==> src/sv/sbusd_pkg.sv <==
// Package: shared types, constants and helpers for the S.BUS frame decoder.
package sbusd_pkg;

  localparam int FRAME_LEN  = 25;
  localparam int STORE_LEN  = FRAME_LEN - 1;
  localparam int COUNT_W    = $clog2(FRAME_LEN + 1);

  localparam logic [7:0] HEADER_BYTE = 8'h0F;
  localparam logic [7:0] DEAD_ZONE_RESET = 8'd5;

  localparam logic signed [12:0] STICK_OFFSET = 13'sd368;
  localparam logic signed [12:0] STICK_C_BASE = 13'sd1680;
  localparam logic signed [12:0] BAND_LO      = 13'sd550;
  localparam logic signed [12:0] BAND_HI      = 13'sd750;
  localparam logic signed [12:0] BAND_MID     = 13'sd650;
  localparam logic signed [12:0] ABOVE_SUB    = 13'sd236;
  localparam logic signed [10:0] OUT_BIAS     = 11'sd255;

  // floor(m/d) = (m * ceil(2^k/d)) >> k over the operand ranges used here
  localparam logic [15:0] RECIP_11   = 16'd47663;   // k = 19
  localparam int          SHIFT_11   = 19;
  localparam logic [18:0] RECIP_41   = 19'd204601;  // k = 23, span 1312 = 32 * 41
  localparam int          SHIFT_41   = 23;
  localparam logic [18:0] RECIP_659  = 19'd407338;  // k = 28, span 1318 = 2 * 659
  localparam int          SHIFT_659  = 28;

  localparam logic [10:0] SW_RAW_LOW = 11'd144;
  localparam logic [10:0] SW_RAW_MID = 11'd1024;

  localparam logic [1:0] SW_POS_LOW   = 2'd0;
  localparam logic [1:0] SW_POS_MID   = 2'd1;
  localparam logic [1:0] SW_POS_OTHER = 2'd2;

  localparam logic [1:0] STICK_C_SEL = 2'd2;
  localparam logic [1:0] STICK_D_SEL = 2'd3;

  typedef logic signed [9:0] stick_t;
  typedef logic [1:0]        sw_t;

  typedef enum logic [2:0] {
    STEP_NONE,
    STEP_LOAD,
    STEP_DIV1,
    STEP_MID,
    STEP_DIV2,
    STEP_OUT
  } step_e;

  typedef struct packed {
    logic       shift;
    step_e      step;
    logic [1:0] sel;
    logic       out_load;
  } dp_cmd_t;

  typedef struct packed {
    logic is_header;
  } dp_status_t;

  function automatic sw_t sw_pos(input logic [10:0] raw);
    sw_t pos;
    if (raw == SW_RAW_LOW) begin
      pos = SW_POS_LOW;
    end else if (raw == SW_RAW_MID) begin
      pos = SW_POS_MID;
    end else begin
      pos = SW_POS_OTHER;
    end
    return pos;
  endfunction

endpackage

==> src/sv/sbusd_ctrl.sv <==
// Controller: byte count, frame hunting, stick scaling sequence and output handshake.
module sbusd_ctrl (
  input  logic                 clk_i,
  input  logic                 rst_ni,
  input  logic                 in_valid_i,
  output logic                 in_ready_o,
  output logic                 out_valid_o,
  input  logic                 out_ready_i,
  input  sbusd_pkg::dp_status_t status_i,
  output sbusd_pkg::dp_cmd_t    cmd_o
);
  import sbusd_pkg::*;

  typedef enum logic [1:0] {
    ST_IDLE,
    ST_CALC,
    ST_DONE
  } state_e;

  state_e               state_q;
  logic [COUNT_W-1:0]   count_q;
  step_e                step_q;
  logic [1:0]           sel_q;
  logic                 out_valid_q;

  logic accept;
  logic load;

  assign in_ready_o  = (state_q == ST_IDLE);
  assign out_valid_o = out_valid_q;
  assign accept      = in_valid_i && in_ready_o;
  assign load        = (state_q == ST_DONE) && (!out_valid_q || out_ready_i);

  assign cmd_o.shift    = accept && (count_q != '0);
  assign cmd_o.step     = step_q;
  assign cmd_o.sel      = sel_q;
  assign cmd_o.out_load = load;

  always_ff @(posedge clk_i or negedge rst_ni) begin
    if (!rst_ni) begin
      state_q     <= ST_IDLE;
      count_q     <= '0;
      step_q      <= STEP_NONE;
      sel_q       <= '0;
      out_valid_q <= 1'b0;
    end else begin
      if (out_valid_q && out_ready_i) begin
        out_valid_q <= 1'b0;
      end
      case (state_q)
        ST_IDLE: begin
          if (accept) begin
            if (count_q == '0) begin
              if (status_i.is_header) begin
                count_q <= COUNT_W'(1);
              end
            end else if (count_q == COUNT_W'(FRAME_LEN - 1)) begin
              count_q <= '0;
              state_q <= ST_CALC;
              step_q  <= STEP_LOAD;
              sel_q   <= '0;
            end else begin
              count_q <= count_q + COUNT_W'(1);
            end
          end
        end
        ST_CALC: begin
          case (step_q)
            STEP_LOAD: step_q <= STEP_DIV1;
            STEP_DIV1: step_q <= STEP_MID;
            STEP_MID:  step_q <= STEP_DIV2;
            STEP_DIV2: step_q <= STEP_OUT;
            STEP_OUT: begin
              if (sel_q == STICK_D_SEL) begin
                step_q  <= STEP_NONE;
                state_q <= ST_DONE;
              end else begin
                sel_q  <= sel_q + 2'd1;
                step_q <= STEP_LOAD;
              end
            end
            default: step_q <= STEP_NONE;
          endcase
        end
        ST_DONE: begin
          if (load) begin
            out_valid_q <= 1'b1;
            state_q     <= ST_IDLE;
          end
        end
        default: state_q <= ST_IDLE;
      endcase
    end
  end

endmodule

==> src/sv/sbusd_datapath.sv <==
// Datapath: frame byte store, channel unpack, shared stick scaler, switch decode, output registers.
module sbusd_datapath (
  input  logic                  clk_i,
  input  logic                  rst_ni,
  input  logic [7:0]            rx_byte_i,
  input  logic                  cfg_we_i,
  input  logic [7:0]            dead_zone_i,
  input  sbusd_pkg::dp_cmd_t     cmd_i,
  output sbusd_pkg::dp_status_t  status_o,
  output sbusd_pkg::stick_t      stick_a_o,
  output sbusd_pkg::stick_t      stick_b_o,
  output sbusd_pkg::stick_t      stick_c_o,
  output sbusd_pkg::stick_t      stick_d_o,
  output sbusd_pkg::sw_t         switch_a_o,
  output sbusd_pkg::sw_t         switch_b_o,
  output sbusd_pkg::sw_t         switch_c_o,
  output sbusd_pkg::sw_t         switch_d_o,
  output logic                  failsafe_o
);
  import sbusd_pkg::*;

  // fb_q[k-1] holds frame byte k once the frame is complete
  logic [7:0]  fb_q [STORE_LEN];
  logic [7:0]  dz_q;
  sw_t         held_c_q, held_d_q;
  stick_t      st_q [4];

  logic [14:0]        m1_q;
  logic               neg1_q, band_q, above_q;
  logic [10:0]        q1_q;
  logic [19:0]        m2_q;
  logic               neg2_q;
  logic [9:0]         q2_q;

  stick_t stick_a_q, stick_b_q, stick_c_q, stick_d_q;
  sw_t    sw_a_q, sw_b_q, sw_c_q, sw_d_q;
  logic   fs_q;

  logic [10:0] ch [8];
  logic        fs;
  logic [10:0] ch_sel;

  logic signed [12:0] v_full;
  logic [10:0]        mag1;
  logic [14:0]        m1_d;
  logic [30:0]        p1;
  logic signed [12:0] q1s, v2;
  logic [10:0]        mag2;
  logic [19:0]        m2_d;
  logic [18:0]        op2, rc2;
  logic [37:0]        p2;
  logic [9:0]         q2_d;
  logic signed [10:0] q2s, o, dzs;
  stick_t             o_fin;

  assign status_o.is_header = (rx_byte_i == HEADER_BYTE);

  always_comb begin
    ch[0] = {fb_q[1][2:0], fb_q[0]};
    ch[1] = {fb_q[2][5:0], fb_q[1][7:3]};
    ch[2] = {fb_q[4][0], fb_q[3], fb_q[2][7:6]};
    ch[3] = {fb_q[5][3:0], fb_q[4][7:1]};
    ch[4] = {fb_q[6][6:0], fb_q[5][7:4]};
    ch[5] = {fb_q[8][1:0], fb_q[7], fb_q[6][7]};
    ch[6] = {fb_q[9][4:0], fb_q[8][7:2]};
    ch[7] = {fb_q[10], fb_q[9][7:5]};
    fs    = fb_q[22][3];
  end

  // stick scaler, one step per cycle
  always_comb begin
    ch_sel = ch[{1'b0, cmd_i.sel}];
    if (cmd_i.sel == STICK_C_SEL) begin
      v_full = STICK_C_BASE - $signed({2'b00, ch_sel});
    end else begin
      v_full = $signed({2'b00, ch_sel}) - STICK_OFFSET;
    end
    mag1 = v_full[12] ? 11'(-v_full) : v_full[10:0];
    m1_d = {4'b0000, mag1} * 15'd13;

    p1 = {16'b0, m1_q} * {15'b0, RECIP_11};

    q1s = $signed({2'b00, q1_q});
    if (band_q) begin
      v2 = BAND_MID;
    end else begin
      v2 = neg1_q ? -q1s : q1s;
      if (above_q) begin
        v2 = v2 - ABOVE_SUB;
      end
    end
    mag2 = v2[12] ? 11'(-v2) : v2[10:0];
    m2_d = {9'b0, mag2} * 20'd510;

    if (cmd_i.sel == STICK_D_SEL) begin
      op2 = m2_q[19:1];
      rc2 = RECIP_659;
    end else begin
      op2 = {4'b0000, m2_q[19:5]};
      rc2 = RECIP_41;
    end
    p2 = {19'b0, op2} * {19'b0, rc2};
    q2_d = (cmd_i.sel == STICK_D_SEL) ? p2[SHIFT_659 +: 10] : p2[SHIFT_41 +: 10];

    q2s = $signed({1'b0, q2_q});
    o   = (neg2_q ? -q2s : q2s) - OUT_BIAS;
    dzs = $signed({3'b000, dz_q});
    o_fin = ((o <= dzs) && (o >= -dzs)) ? '0 : o[9:0];
  end

  always_ff @(posedge clk_i or negedge rst_ni) begin
    if (!rst_ni) begin
      dz_q     <= DEAD_ZONE_RESET;
      held_c_q <= SW_POS_LOW;
      held_d_q <= SW_POS_LOW;
    end else begin
      if (cfg_we_i) begin
        dz_q <= dead_zone_i;
      end
      if (cmd_i.out_load && !fs) begin
        held_c_q <= sw_pos(ch[6]);
        held_d_q <= sw_pos(ch[7]);
      end
    end
  end

  always_ff @(posedge clk_i) begin
    if (cmd_i.shift) begin
      fb_q[STORE_LEN-1] <= rx_byte_i;
      for (int i = 0; i < STORE_LEN - 1; i++) begin
        fb_q[i] <= fb_q[i+1];
      end
    end
    case (cmd_i.step)
      STEP_LOAD: begin
        m1_q    <= m1_d;
        neg1_q  <= v_full[12];
        band_q  <= (v_full >= BAND_LO) && (v_full <= BAND_HI);
        above_q <= (v_full > BAND_HI);
      end
      STEP_DIV1: q1_q <= p1[SHIFT_11 +: 11];
      STEP_MID: begin
        m2_q   <= m2_d;
        neg2_q <= v2[12];
      end
      STEP_DIV2: q2_q <= q2_d;
      STEP_OUT:  st_q[cmd_i.sel] <= o_fin;
      default: ;
    endcase
    if (cmd_i.out_load) begin
      fs_q <= fs;
      if (fs) begin
        stick_a_q <= '0;
        stick_b_q <= '0;
        stick_c_q <= '0;
        stick_d_q <= '0;
        sw_a_q    <= SW_POS_LOW;
        sw_b_q    <= SW_POS_LOW;
        sw_c_q    <= held_c_q;
        sw_d_q    <= held_d_q;
      end else begin
        stick_a_q <= st_q[0];
        stick_b_q <= st_q[1];
        stick_c_q <= st_q[2];
        stick_d_q <= st_q[3];
        sw_a_q    <= sw_pos(ch[4]);
        sw_b_q    <= sw_pos(ch[5]);
        sw_c_q    <= sw_pos(ch[6]);
        sw_d_q    <= sw_pos(ch[7]);
      end
    end
  end

  assign stick_a_o  = stick_a_q;
  assign stick_b_o  = stick_b_q;
  assign stick_c_o  = stick_c_q;
  assign stick_d_o  = stick_d_q;
  assign switch_a_o = sw_a_q;
  assign switch_b_o = sw_b_q;
  assign switch_c_o = sw_c_q;
  assign switch_d_o = sw_d_q;
  assign failsafe_o = fs_q;

endmodule

==> src/sv/sbus_frame_decoder_top.sv <==
// Timing: after the last byte of a frame is accepted, the four sticks are scaled in turn and the
// result is loaded into the output register, later if the previous result has not yet been taken.
// Throughput: one byte per cycle while a frame is received; after the last byte the
// input stalls while the sticks are scaled (one shared scaler, 5 steps per stick) plus any output wait.
// Reset (async, active low): hunting for header, output empty, dead zone 5, held switches 0.
// Top level: S.BUS frame decoder.
module sbus_frame_decoder_top (
  input  logic                clk_i,
  input  logic                rst_ni,
  input  logic                in_valid_i,
  output logic                in_ready_o,
  input  logic [7:0]          rx_byte_i,
  input  logic                cfg_valid_i,
  output logic                cfg_ready_o,
  input  logic [7:0]          dead_zone_i,
  output logic                out_valid_o,
  input  logic                out_ready_i,
  output sbusd_pkg::stick_t   stick_a_o,
  output sbusd_pkg::stick_t   stick_b_o,
  output sbusd_pkg::stick_t   stick_c_o,
  output sbusd_pkg::stick_t   stick_d_o,
  output sbusd_pkg::sw_t      switch_a_o,
  output sbusd_pkg::sw_t      switch_b_o,
  output sbusd_pkg::sw_t      switch_c_o,
  output sbusd_pkg::sw_t      switch_d_o,
  output logic                failsafe_o
);
  import sbusd_pkg::*;

  dp_cmd_t    cmd;
  dp_status_t status;

  assign cfg_ready_o = 1'b1;

  sbusd_ctrl u_ctrl (
    .clk_i       (clk_i),
    .rst_ni      (rst_ni),
    .in_valid_i  (in_valid_i),
    .in_ready_o  (in_ready_o),
    .out_valid_o (out_valid_o),
    .out_ready_i (out_ready_i),
    .status_i    (status),
    .cmd_o       (cmd)
  );

  sbusd_datapath u_dp (
    .clk_i       (clk_i),
    .rst_ni      (rst_ni),
    .rx_byte_i   (rx_byte_i),
    .cfg_we_i    (cfg_valid_i),
    .dead_zone_i (dead_zone_i),
    .cmd_i       (cmd),
    .status_o    (status),
    .stick_a_o   (stick_a_o),
    .stick_b_o   (stick_b_o),
    .stick_c_o   (stick_c_o),
    .stick_d_o   (stick_d_o),
    .switch_a_o  (switch_a_o),
    .switch_b_o  (switch_b_o),
    .switch_c_o  (switch_c_o),
    .switch_d_o  (switch_d_o),
    .failsafe_o  (failsafe_o)
  );

endmodule
==> config.mk <==
export PLATFORM = sky130hd
export DESIGN_NAME = sbus_frame_decoder_top
export DESIGN_NICKNAME = d
export VERILOG_FILES = /design/src/sv/sbusd_pkg.sv /design/src/sv/sbusd_ctrl.sv /design/src/sv/sbusd_datapath.sv /design/src/sv/sbus_frame_decoder_top.sv
export SDC_FILE = /design/constraint.sdc
export NUM_CORES = 1
export LEC_CHECK = 0
export CAP_MARGIN = 5
export CORE_MARGIN = 2
export CORE_UTILIZATION = 65
export DETAILED_ROUTE_END_ITERATION = 8
export DONT_BUFFER_PORTS = 1
export GPL_TIMING_DRIVEN = 0
export PLACE_DENSITY = 0.81
export SETUP_SLACK_MARGIN = 0.15
export SLEW_MARGIN = 0
export SYNTH_ARGS = -nofsm -noshare
export SYNTH_HDL_FRONTEND = slang
export SYNTH_SLANG_ARGS = --single-unit
==> constraint.sdc <==
create_clock -name clk_i -period 17.1 [get_ports clk_i]
set_input_delay 0 -clock clk_i [delete_from_list [all_inputs] [get_ports clk_i]]
set_output_delay 0 -clock clk_i [all_outputs]
set_load 0.01 [all_outputs]
==> results of run 1 <==
-- kinds of logic after synthesis --
family / count (synthesis)
and+or+nand+nor: 416
other: 2
DFF: 365
adders and majority gates: 717
AOI/OAI and AO/OA: 245
xor gates and xnor gates: 129
muxes: 21
buffers and inverters: 558
-- worst max path at each step --
stage,end,from,slack (ns)
floorplan,u_dp.fb_q[0][0],u_ctrl.count_q[0],7.50
CTS,u_dp.q2_q[9],u_ctrl.sel_q[1],8.26
global route,u_dp.q2_q[9],u_ctrl.sel_q[1],7.66
global placement,u_dp.fb_q[22][7],u_ctrl.state_q[1],5.05
finish,u_dp.q2_q[9],u_ctrl.sel_q[1],8.19
detailed placement,u_dp.q2_q[9],u_ctrl.sel_q[1],8.37
-- timing repair --
item | CTS | global route
endpoints found under the setup margin | 0 | 0
resized for setup | 0 | 0
hold endpoints to repair | 53 | 0
hold buffers | 24 | 0
-- power by group through the flow --
stage	registers, mW	logic [mW]	clock network [mW]
final	1.32	1.53	0.777
after floorplan	1.34	1.16	0
after CTS	1.32	1.53	0.778
after global routing	1.33	1.74	0.812
after detailed placement	1.33	1.50	0
after global placement	1.37	1.40	0
-- metrics by stage --
stage          setup WS (ns)  power, mW  hold WS, ns  cell area, um2  std cells
2_1_floorplan          7.504      2.503      -0.2956           29650       2468
3_5_place_dp           8.371      2.832      -0.2947           30550       3074
4_1_cts                8.261      3.627      0.04155           31940       3163
5_1_grt                7.655      3.882      0.08089           31940       3163
3_3_place_gp           5.053      2.776      -0.2948           30400       3068
6_report               8.191      3.627      0.07526           31940       3163
-- critical path, stage by stage, from the launching register on --
cell and delay, ns:
dfrtp_1 0.47, ha_1 0.32, clkbuf_1 0.36, clkbuf_1 0.66
nand2_1 0.24, nand2_1 0.36, inv_1 0.11, fa_1 0.54
inv_1 0.05, fa_1 0.52, fa_1 0.55, fa_1 0.55
inv_1 0.05, fa_1 0.52, fa_1 0.55, inv_1 0.05
ha_1 0.33, a21oi_1 0.26, nand2_1 0.11, a21oi_1 0.12
o21ai_0 0.33, a31oi_1 0.37, a31oi_1 0.22, a221o_1 0.41
o31ai_1 0.27, xnor2_1 0.18, a21oi_1 0.10
-- cell usage after synthesis, types with 10 or more instances --
library cell	count
a21o_1	17
a21oi_1	55
a31oi_1	14
and2_1	14
clkbuf_1	23
dfrtp_1	23
edfxtp_1	340
fa_1	320
ha_1	397
inv_1	528
mux4_2	11
nand2_1	102
nand2b_1	27
nand3_1	23
nand4_1	11
nor2_1	79
nor2b_1	56
nor3_1	21
nor3b_1	19
nor4_1	10
o21a_1	17
o21ai_0	66
o31ai_1	18
or3_1	11
xnor2_1	81
xor2_1	47
-- cell usage in the layout (no fill, tap or decap), drive strengths merged, types with 22 or more instances in the layout --
master       count
dfrtp           23
nand2          102
xnor2           82
nand3           23
fa             320
nor2b           56
inv            529
clkbuf          75
nor3            23
o21ai           67
nor2            81
ha             397
a21oi           57
nand2b          27
dlygate4sd3     22
edfxtp         340
xor2            47
-- layout make-up --
type	instances	area, um2
timing repair buffer	30	387.9
tap	600	750.7
inverter	528	1982
multi-input combinational	1545	16710
sequential	365	10840
fill	2922	13240
buffer	30	135.1
clock inverter	13	132.6
clock buffer	52	1002
-- registers in the layout, indices dropped and copies added, names as in the netlist, 3 cells and up --
register,count
u_dp.q2_q,10
stick_b_o,10
u_dp.m1_q,15
u_dp.st_q,40
u_dp.m2_q,19
stick_d_o,10
stick_a_o,10
u_ctrl.step_q,3
u_dp.fb_q,192
u_ctrl.count_q,5
stick_c_o,10
u_dp.dz_q,8
u_dp.q1_q,11
-- metal layers --
| layer | wire length [um] | global-route usage | vias up |
|---|---|---|---|
| li1 | - | - | 8290 |
| met1 | 24020 | 0.3471 | 9029 |
| met2 | 32040 | 0.4923 | 668 |
| met3 | 4575 | 0.05227 | 134 |
| met4 | 1537 | 0.07397 | 0 |
| met5 | 0 | 0 | - |
==> results.yml, run 1 <==
synth:
  synth_simple_gate_area_frac: 0.07344
  postSynthAreaPerCell_um2: 12.06
  synth.yosys.seq_area_share: 0.3662
  main_combinational_cell_family_by_area_after_synthesis: "adder cells"
  synth-warning-count: 0
  synth_top_flop_cell: "edfxtp_1"
  yosysTopAreaCellShare: 0.3450
  synth.lib_cells_used.distinct: 77
  synth_adder_area_share: 0.3843
  asyncSetResetFlopFracSynth: 0.06849
  synth_area_um2: 29590
  synth_seq_cells: 365
  synth_compound_gate_area_share: 0.05327
  multiplexer_fraction_of_the_synthesized_cell_area: 0.01256
  cell_count_after_synthesis: 2453
  synth_edf_count: 340
  yosysTopAreaCell: "edfxtp_1"
  synth_xor_area_frac: 0.03843
  ys_top_cells_by_area: "edfxtp_1 34%, fa_1 22%, ha_1 17%"
run_status:
  run_status: "complete, no violations"
power:
  netSwitchingFraction: 0.3574
  power.clock.fraction: 0.214
  reg_power_frac: 0.364
  power_density_nw_per_um2: 113.5
  combinationalPowerShare: 0.422
  p_leak_nw: 14.51
  power_switching_mw: 1.296
  cellInternalPower_mw: 2.331
  vdd_ir_drop_max_uv: 119.4
drt:
  detailedRoute.firstPassIterationCount: 5
  routed_via_density: 5.729
  drt.antenna.violating_nets: 0
  detail_route.wl_per_cell_um: 19.66
  wirelength_um: 62170
  detail_route.iter0.violations: 1262
  route.detailed.drc: 0
  route.vias.total: 18120
die:
  initial_utilization: 0.6550
  die_area_um2: 47250
  chipWidth_um: 217.4
  fp.dieH_um: 217.4
  core.rowCount: 78
  placeableCoreArea_um2: 45190
  io_pins: 73
timing:
  fin_crit_ns: 8.909
  final_cycle_utilization_of_the_critical_path: 0.5210
  timing.fmax_mhz: 112.3
  rsz0062_at_grt: "false"
  timing.clock.skew_ns: 0.03057
  report.final.slew_viol_count: 0
  finalSetupViolations: 0
  final.setup.tns_ns: 0
  max_slew_margin: 0.1920
  hold_viol: 0
  worst_pin_slew_ns: 1.208
clocking:
  maximum_number_of_buffers_from_clock_root_to_sink: 3
  cts_tree: "yes"
  cts_setup_buffers: 0
  cts_buffers: 36
  clk_pin_slew_ns: 0.07
  root_buffer_cell: "clkbuf_16"
  clkLatencyLatePin_ns: 0.54
  cts-htree-levels: 2
  cts_sinks: 365
worst_setup_path:
  crit_required_ns: 17.35
  cp-end-kind: "flop"
  timing.reg2reg.worst_path_depth: 26
  regToRegStartpoint: "u_ctrl.sel_q[1]"
  critPathArrivalTime_ns: 9.16
  crit_path_max_fanout: 10
  worstReg2RegEnd: "u_dp.q2_q[9]"
  timing.critical_path.from_type: "flop"
  worst-setup-path-type: "flop to flop"
  worst-r2r-setup-slack_ns: 8.19
placement:
  dp.final_hpwl_um: 46230
  replace_congestion: 0.9169
  port_buffers: 0
global_route:
  grt_max_degree: 44
  grt_usage: 0.2765
  grt_antenna_before_repair: 0
  grt_pass1_wl_um: 102000
  grt_overflow_total: 0
  first_global_vias: 19850
hold_path:
  hold_class: "input pin to async pin"
final_layout:
  design.final.nets: 3274
  fraction_of_final_layout_cells_with_drive_strength_greater_than_1: 0.04292
  utilization: 0.7069
  num_antenna_cells: 0
  synthToLayoutAreaGrowth_pct: 7.935
run:
  max_capacitance_violation_count: 0
No activity file was read; power rests on OpenSTA's default activity.
==> run 2, diff against run 1 <==
- ABC_AREA: default -> 1
- clock period: 17.1 -> 8.5 ns (I/O delays scaled with it)
==> run 2 against run 1 <==
Net effect:
- routed wire length is 6.8% higher
- clock-buffer cell count decreased by 3
- die area increased by 5.0%
- first-iteration DRC count up 21%
- sequential cell count did not move
- critical path depth fell by 2
- largest cell class unchanged
- highest routed layer unchanged
- register-to-register slack worse by 7.6 ns
- sequential share of layout area is 1.8 points lower
==> results.yml, run 2 <==
worst_setup_path:
  cp_cell_sequence: "ha_1 -> clkbuf_1 -> nor2_1 -> inv_1 -> nand2_1 -> inv_1 -> fa_1 -> inv_1 -> fa_1 -> fa_1 -> fa_1 -> inv_1 -> fa_1 -> fa_1 -> inv_1 -> ha_1 -> nand2_1 -> nor4_1 -> nand3_1 -> nand3_1 -> a21oi_1 -> xnor2_1 -> nand2_1 -> nand2_1"
  worst-setup-path-type: "flop to flop"
  worst-r2r-setup-slack_ns: 0.59
  timing.critical_path.from_type: "flop"
  cp-end-kind: "flop"
  slowest_delay_ns: 0.58
  crit_path_max_fanout: 10
  crit_top_cell: "fa_1"
  critPathArrivalTime_ns: 8.35
  crit_required_ns: 8.94
  critical_path_s_slowest_cell: "nor2_1"
  critPathTopFamily: "adder cells"
  timing.critical_path.buf_inv: 6
clocking:
  cts_sinks: 365
  clkLatencyLatePin_ns: 0.58
  root_buffer_cell: "clkbuf_16"
  cts_buffers: 39
  cts-htree-levels: 2
  maximum_number_of_buffers_from_clock_root_to_sink: 3
  cts_tree: "yes"
  clk_pin_slew_ns: 0.06
final_layout:
  design_area_um2: 33710
  top_register: "u_dp.fb_q"
  num_antenna_cells: 0
  multi_input_area_um2: 17400
  final_common_cell: "inv_1"
  fraction_of_final_layout_cells_with_drive_strength_greater_than_1: 0.04741
  final.fill_count: 3315
  number_of_flip_flops_under_the_largest_register_name: 192
  design.final.nets: 3871
  synthToLayoutAreaGrowth_pct: 8.370
  finish.cell_count_without_fillers: 3779
  top_regs: "u_dp.fb_q (192), u_dp.st_q (40), u_dp.m2_q (19)"
  regArea_um2: 10840
  layout.cells.most_common_list: "734 x inv_1, 406 x nand2_1, 397 x ha_1"
synth:
  synth.yosys.seq_area_share: 0.3484
  synth_edf_count: 340
  synth.lib_cells_used.distinct: 60
  postSynthAreaPerCell_um2: 10.22
  ys_top_cells_by_area: "edfxtp_1 33%, fa_1 21%, ha_1 16%"
  yosysMostFrequentCell: "inv_1"
  synth.cells.most_frequent: "734 x inv_1, 406 x nand2_1, 397 x ha_1"
  yosysTopAreaCell: "edfxtp_1"
  synth_top_flop_cell: "edfxtp_1"
  asyncSetResetFlopFracSynth: 0.06849
  synth_area_um2: 31110
  synth-warning-count: 0
  synth_seq_cells: 365
  cell_count_after_synthesis: 3044
  yosysTopAreaCellShare: 0.3282
timing:
  report.final.slew_viol_count: 0
  final_cycle_utilization_of_the_critical_path: 0.9308
  max_slew_margin: 0.2299
  postLayoutSetupSlackWorst_ns: 0.5886
  timing.clock.skew_ns: 0.01859
  hold_viol: 0
  worst_pin_slew_ns: 1.151
  final.setup.tns_ns: 0
  timing.fmax_mhz: 126.4
  fin_crit_ns: 7.911
  rsz0062_at_grt: "false"
  finalSetupViolations: 0
drt:
  detail_route.iter0.violations: 1528
  route.vias.total: 20800
  wirelength_um: 66400
  drt.antenna.violating_nets: 0
  routed_via_density: 5.504
  detail_route.wl_per_cell_um: 17.57
  route.detailed.drc: 0
  detailedRoute.firstPassIterationCount: 6
run_status:
  run_status: "complete, no violations"
global_route:
  grt_antenna_before_repair: 0
  first_global_vias: 22060
  grt_usage: 0.2803
  grt_max_degree: 40
  grt_pass1_wl_um: 109800
  grt_overflow_total: 0
placement:
  replace_congestion: 0.9556
  detailed_place.area_um2: 32170
  dp.final_hpwl_um: 53620
  dp_cells: 3684
  port_buffers: 0
  pre_cts_ws_ns: 0.6703
die:
  fp.dieH_um: 222.8
  io_pins: 73
  initial_utilization: 0.6557
  die_area_um2: 49620
  chipWidth_um: 222.8
  placeableCoreArea_um2: 47450
  core.rowCount: 80
hold_path:
  hold_class: "input pin to flop"
run:
  max_capacitance_violation_count: 0
[run 2: changes by cell type in the layout (fill, tap and decap cells not counted), moves of 54 or more]
cell | before | now
nand2_1 | 102 | 406
inv_1 | 528 | 734
nor2_1 | 78 | 186
nand3_1 | 23 | 120
a21oi_1 | 55 | 121
nor2b_1 | 56 | 0
xnor2_1 | 81 | 27
[run 2: layout make-up]
type	count	area share
repair buffers	33	0.01362
well taps	615	0.02283
clock inverters	23	0.007386
multi-input cells	1928	0.5162
clock buffers	49	0.03095
inverters	739	0.08258
plain buffers	27	0.004973
flip-flops and latches	365	0.3215
[run 2: what timing repair did]
action | 4_1_cts | 5_1_grt
buffers inserted | 0 | 0
resized for setup | 0 | 1
hold endpoints to repair | 49 | 0
hold buffers | 23 | 0
endpoints found under the setup margin | 0 | 3
[run 2: stage by stage]
stage	util	hold slack, ns
global placement	0.6731	-0.2950
CTS	0.7105	0.03395
detailed placement	0.6780	-0.2952
floorplan	-	-0.2956
finish	0.7105	0.05804
global route	0.7105	0.03774
[run 2: layer usage]
metal / track usage / wire [um] / part of all wire / vias up
li1: - / - / - / 9880
met1: 0.3693 / 27970 / 0.42 / 10150
met2: 0.4683 / 31870 / 0.48 / 639
met3: 0.05078 / 4097 / 0.062 / 129
met4: 0.1020 / 2454 / 0.037 / 0
met5: 0 / 0 / 0 / -
[run 2: worst paths after layout]
check,from,endpoint,cells past startpoint
max,u_ctrl.sel_q[0],u_dp.q2_q[2],24
min,rx_byte_i[2],u_dp.fb_q[23][2],1
max reg2reg,u_ctrl.sel_q[0],u_dp.q2_q[2],24
min reg2reg,u_dp.fb_q[19][1],u_dp.fb_q[18][1],0
max in group asynchronous,rst_ni,u_dp.held_d_q[0],4
min in group asynchronous,rst_ni,u_dp.dz_q[6],4
[run 2: cells by family (layout without fill, tap and decap cells)]
group                      count (synthesis)  after routing  synth area share
and+or+nand+nor                          828            828            0.1152
buffers and inverters                    766            871           0.09484
adders and majority gates                717            717            0.3656
DFF                                      365            365            0.3484
AOI/OAI and AO/OA                        269            269           0.04790
xor gates and xnor gates                  96             96           0.02751
other                                      2             17         0.0002414
muxes                                      1              1         0.0003218
Power of run 2 is not shown: default switching activity piles up to over one toggle a cycle in this logic, so the estimate is an artifact.
